File: src/rtl/core/ogf_pkg.sv
// Package for the occupancy grid fusion block.
// Holds sizes, result codes and the command and status structs used by
// ogf_ctrl, ogf_dp, the top level and the testbench. It depends on nothing else.
`timescale 1ns / 1ps

package ogf_pkg;

   localparam int MAP_CELLS  = 65536;
   localparam int COUNT_BITS = 16;

   localparam int IDX_BITS   = $clog2(MAP_CELLS);
   localparam int OFFS_BITS  = 16;
   localparam int LOCAL_BITS = 10;
   localparam int DIM_BITS   = 16;
   localparam int COORD_BITS = OFFS_BITS + 1;
   localparam int PROD_BITS  = DIM_BITS + COORD_BITS;
   localparam int SUM_BITS   = PROD_BITS + 1;
   localparam int VALUE_BITS = 8;
   localparam int CLASS_BITS = 2;
   localparam int TOTAL_BITS = 16;
   localparam int ENTRY_BITS = 2 * COUNT_BITS;

   localparam logic [DIM_BITS-1:0] WIDTH_RESET  = 16'd256;
   localparam logic [DIM_BITS-1:0] HEIGHT_RESET = 16'd256;

   localparam logic CSR_MAP_WIDTH  = 1'b0;
   localparam logic CSR_MAP_HEIGHT = 1'b1;

   localparam logic OP_ACCUMULATE = 1'b0;
   localparam logic OP_CLASSIFY   = 1'b1;

   localparam logic signed [VALUE_BITS-1:0] VALUE_BLOCKED = 8'sd100;
   localparam logic signed [VALUE_BITS-1:0] VALUE_FREE    = 8'sd0;

   localparam logic [CLASS_BITS-1:0] CLASS_UNKNOWN  = 2'd0;
   localparam logic [CLASS_BITS-1:0] CLASS_FREE     = 2'd1;
   localparam logic [CLASS_BITS-1:0] CLASS_OCCUPIED = 2'd2;

   localparam logic [COUNT_BITS-1:0] COUNT_MAX = {COUNT_BITS{1'b1}};
   localparam logic [TOTAL_BITS-1:0] TOTAL_MAX = {TOTAL_BITS{1'b1}};

   typedef struct packed {
      logic clear;
      logic load;
      logic calc;
      logic index;
      logic read;
      logic write;
   } cmd_type;

   typedef struct packed {
      logic clear_last;
      logic out_free;
   } sts_type;

endpackage

File: src/rtl/core/ogf_ctrl.sv
// Controller state machine of the occupancy grid fusion block.
// Sequences the clearing pass and the steps of each item; uses ogf_pkg.
`timescale 1ns / 1ps

module ogf_ctrl (
   input  logic             clock,
   input  logic             reset,
   input  logic             req_tvalid,
   output logic             req_tready,
   input  ogf_pkg::sts_type sts,
   output ogf_pkg::cmd_type cmd
);

   typedef enum logic [2:0] {
      S_CLEAR,
      S_IDLE,
      S_CALC,
      S_INDEX,
      S_READ,
      S_WRITE
   } state_type;

   state_type state_ff, state_in;
   logic      ready_ff;
   logic      accept;

   assign accept = req_tvalid && ready_ff;

   always_comb begin
      state_in = state_ff;
      case (state_ff)
         S_CLEAR: begin
            if (sts.clear_last) begin
               state_in = S_IDLE;
            end
         end
         S_IDLE: begin
            if (accept) begin
               state_in = S_CALC;
            end
         end
         S_CALC:  state_in = S_INDEX;
         S_INDEX: state_in = S_READ;
         S_READ:  state_in = S_WRITE;
         S_WRITE: begin
            if (sts.out_free) begin
               state_in = S_IDLE;
            end
         end
         default: state_in = S_CLEAR;
      endcase
   end

   always_ff @(posedge clock) begin
      if (reset) begin
         state_ff <= S_CLEAR;
         ready_ff <= 1'b0;
      end else begin
         state_ff <= state_in;
         ready_ff <= (state_in == S_IDLE);
      end
   end

   assign req_tready = ready_ff;

   always_comb begin
      cmd       = '0;
      cmd.clear = (state_ff == S_CLEAR);
      cmd.load  = accept;
      cmd.calc  = (state_ff == S_CALC);
      cmd.index = (state_ff == S_INDEX);
      cmd.read  = (state_ff == S_READ);
      cmd.write = (state_ff == S_WRITE) && sts.out_free;
   end

   a_no_accept_in_clear: assert property (@(posedge clock) disable iff (reset)
      (state_ff == S_CLEAR) |-> !req_tready)
      else $error("item accepted during clearing pass");

   a_accept_starts_item: assert property (@(posedge clock) disable iff (reset)
      accept |=> (state_ff == S_CALC))
      else $error("accepted item did not start processing");

   a_write_returns_idle: assert property (@(posedge clock) disable iff (reset)
      cmd.write |=> (state_ff == S_IDLE) && req_tready)
      else $error("controller did not return to idle after result");

endmodule

File: config.mk
export PLATFORM = sky130hd
export DESIGN_NAME = ogf_ctrl
export DESIGN_NICKNAME = d
export VERILOG_FILES = /design/src/rtl/core/ogf_pkg.sv /design/src/rtl/core/ogf_ctrl.sv
export SDC_FILE = /design/constraint.sdc
export NUM_CORES = 1
export LEC_CHECK = 0
export BUFFER_PORTS_ARGS = -buffer_cell sky130_fd_sc_hd__buf_2
export CORE_AREA = 2 2 39 41
export DETAILED_ROUTE_END_ITERATION = 16
export DIE_AREA = 0 0 41 43
export HOLD_SLACK_MARGIN = 0.02
export MAX_ROUTING_LAYER = met4
export SLEW_MARGIN = 0
export SYNTH_ARGS = -nofsm -noshare
export SYNTH_HDL_FRONTEND = slang
export SYNTH_SLANG_ARGS = --single-unit
File: constraint.sdc
create_clock -name clock -period 2.35 [get_ports clock]
set_clock_uncertainty 0.15 [all_clocks]
set_input_delay 0.3525 -clock clock [delete_from_list [all_inputs] [get_ports clock]]
set_output_delay 0.3525 -clock clock [all_outputs]
set_load 0.05 [all_outputs]
After elaboration in Yosys (flattened, before gate mapping) --
Cells that the tools add are included.
Storage, ports and cells: input port bits 5, register bits 4, logic and storage cells 15
Cells by class: reductions and logical operators 3, equality and inequality tests 6, mux-type cells 4
Operator list (count):
- case mux 3 bit (6 select lines) | 1
- two-way mux 3 bit | 3
- equality test 3 x 1 -> 1 bit, second input constant | 2
- equality test 3 x 2 -> 1 bit, second input constant | 2
- equality test 3 bit, second input constant | 2
- zero test 3 bit | 1
- logical AND 1 bit | 2

Depth between registers and ports, before layout --
depth after elaboration 4, gate-level depth with buffers 4

Worst setup path before layout --
Ideal clock, no wire load.
path kind flip-flop to output port, from register state_ff[1], to output cmd[3] (netlist bit), cell stages (with the launch flop) 3, buffers on the path 0, required time 1847 ps, arrival 1570 ps, setup slack 278 ps, cells stage by stage dfxtp_1 > inv_1 > nor3_1
RTL lines:
- from (decl) | RTL line ogf_ctrl.sv:23 | state_type state_ff, state_in;
- from (signal assigned) | RTL line ogf_ctrl.sv:59 | state_ff <= state_in;
- to (decl) | RTL line ogf_ctrl.sv:11 | output ogf_pkg::cmd_type cmd

==> results.yml <==
power_and_ir_drop:
  power_density_nw_per_um2: 674.6
  total_power_uw: 206.0
  p_comb_share_pct: 22.4
  leakage_uw: 0.0001370
  peakVddDrop_v: 0.0002414
  power.switching_uw: 62.05
  switching_share_pct: 30.13
  p_int_uw: 143.9
  power_frac_seq_pct: 38.7
  clockPowerShare_pct: 38.9
clocking:
  cts_resized: 0
  cts_tree: "yes"
  htree_levels: 1
  clk_latency_ns: 0.23
  clk_pin_slew_ns: 0.03
  numCtsBuffers: 3
  root_buffer: "clkbuf_4"
  cts.sinks: 4
  cts_hold_repair.buffers: 0
  post-cts-setup-buffer-count: 0
  cts_max_path_buffers: 2
placed_design:
  io_buffers: 11
  gp_congestion: 0.6794
  hpwl_um: 385.4
die:
  rows: 14
  start_util_pct: 16.91
  io_pins: 12
  die_y_um: 43
  die_area_um2: 1763
  core_area_um2: 1384
  fp.dieW_um: 41
synth:
  ys_types: 17
  yosys_most_used_dff: "dfxtp_1"
  async_reset_ff_share_pct: 0
  ys_seq_area_share_pct: 34.22
  avgSynthCellArea_um2: 7.799
  yosysWarnings: 0
  synth_cells: 30
  synthXorXnorAreaFrac_pct: 0
  synth-seq-cells: 4
  synth_mux_area_share_pct: 4.813
  synth_area_um2: 234.0
  synth-simple-area-share_pct: 33.16
  synth_compound_area_share_pct: 13.37
  synth_top_family_by_area: "simple AND/OR/NAND/NOR gates"
  synth_fa_ha_area_share_pct: 0
  synth_edf_count: 0
  synth_nets: 35
drt:
  num_vias: 232
  highest_layer: "met3"
  viasPerCell: 4.070
  first_pass_iters: 2
  drt-met1-wl_um: 238
  totalWireLength_um: 482
  drt-wirelength-per-cell_um: 8.456
  ant_nets: 0
  drt_iter0_drc: 3
  wl_met3_um: 53
  wl_met2_um: 191
  drc: 0
global_route:
  grt_pass1_wl_um: 703
  grt_pass1_vias: 186
  gr-total-overflow: 0
  grt_use_total_pct: 6.481
  grt_max_degree: 12
  antenna_found_initial: 0
flow_run:
  max_cap_violations: 0
worst_hold_path:
  min_path_type: "input pin to flip-flop"
  hold_end: "state_ff[1]$_SDFF_PP0_"
  hp-start: "reset"
  min_path_cells: 2
sta:
  hold_viol: 0
  drv_slew: 0
  setup_tns_ns: 0
  fin_hold_ws_ns: 0.1616
  fin_crit_ns: 1.733
  maxSlewHeadroom_pct: 79.85
  tightest_slew_ns: 0.3018
  grt_setup_unrepaired: "no"
  fin_crit_sh_pct: 73.75
  setup_viol: 0
  fmax_mhz: 577.0
worst_setup_path:
  cp-start-kind: "flip-flop"
  worst-endpoint-arrival_ns: 1.23
  reg2reg_depth: 3
  critPathRequiredTime_ns: 1.85
  criticalPathCategory: "flip-flop to output pin"
  cp_max_fo: 7
  worstReg2RegStart: "state_ff[0]$_SDFF_PP0_"
  r2r_end: "state_ff[0]$_SDFF_PP0_"
  end_kind: "output pin"
  regToRegSetupSlack_ns: 0.98
finish:
  syn_to_final_growth_pct: 30.48
  fin_nets: 48
  drive_gt1_share_pct: 39.02
  diodes: 0
status:
  outcome: "complete, no violations"
cell families (layout without fill, tap and decap cells):
family                 after synthesis  count (layout)
AOI/OAI and AO/OA                    5               5
buffers and inverters                5              16
DFF                                  4               4
muxes                                1               1
and+or+nand+nor                     15              15
stage by stage:
step / std cells / util [%] / setup slack, ns / area (um2)
CTS: 57 / 22.06 / 0.6080 / 305.3
detailed placement: 54 / 20.43 / 0.8558 / 282.8
global route: 57 / 22.06 / 0.5472 / 305.3
global placement: 54 / 20.43 / 0.8695 / 282.8
finish: 57 / 22.06 / 0.6169 / 305.3
floorplan: 30 / - / 0.2777 / 234.0
cell usage after synthesis, types with 2 or more instances:
master | number | area, um2
nand2_1 | 2 | 7.510
nor2_1 | 5 | 18.77
buf_4 | 2 | 15.01
dfxtp_1 | 4 | 80.08
inv_1 | 2 | 7.510
a31oi_1 | 2 | 12.51
nor3_1 | 3 | 15.01
power by group through the flow:
stage | combinational [uW] | clock (uW) | sequential [uW]
after floorplan | 35.9 | 0 | 82.8
after global placement | 46.7 | 0 | 80.3
after detailed placement | 46.5 | 0 | 80.7
after CTS | 46.7 | 85.0 | 79.8
after global routing | 49.0 | 88.9 | 80.5
final | 46.2 | 80.1 | 79.6
final cells by class:
cell class,instances,area (um2)
fill,149,1079
multi-input combinational,21,120.1
sequential,4,80.08
timing repair buffer,11,55.05
clock buffer,3,22.52
tap,16,20.02
inverter,2,7.507
layout by cell type (no fill, tap or decap):
master	netlist	final
buf_2	0	11
nor2_1	5	5
dfxtp_1	4	4
nor3_1	3	3
clkbuf_4	0	3
inv_1	2	2
nand2_1	2	2
a31oi_1	2	2
and3b_2	1	1
and2_1	1	1
or4_1	1	1
o21ai_0	1	1
nand3b_1	1	1
a21oi_1	1	1
nand3_1	1	1
a2bb2oi_1	1	1
mux2_2	1	1
critical path, cell delays in order (launching register included):
cell,delay [ns]
dfxtp_1,0.41
inv_1,0.12
nor3_1,0.19
buf_2,0.29
layer usage:
metal	track usage, %	vias to the layer above
li1	-	126
met1	8.360	97
met2	6.875	9
met3	6.283	0
met4	2.000	0
met5	-	-
worst max path at each step:
stage | from | end | slack [ns] | cells after the start
4_1_cts | state_ff[1]$_SDFF_PP0_ | cmd[3] | 0.61 | 3
5_1_grt | state_ff[2]$_SDFF_PP0_ | cmd[0] | 0.55 | 3
2_1_floorplan | state_ff[1]$_SDFF_PP0_ | cmd[3] | 0.28 | 2
3_3_place_gp | state_ff[1]$_SDFF_PP0_ | cmd[3] | 0.87 | 3
6_report | state_ff[1]$_SDFF_PP0_ | cmd[3] | 0.62 | 3
3_5_place_dp | state_ff[1]$_SDFF_PP0_ | cmd[3] | 0.86 | 3
state kept, by name, indices dropped and copies added, names as in the netlist:
| register | flops |
|---|---|
| state_ff | 3 |
| req_tready | 1 |
(Power assumes the default switching activity.)
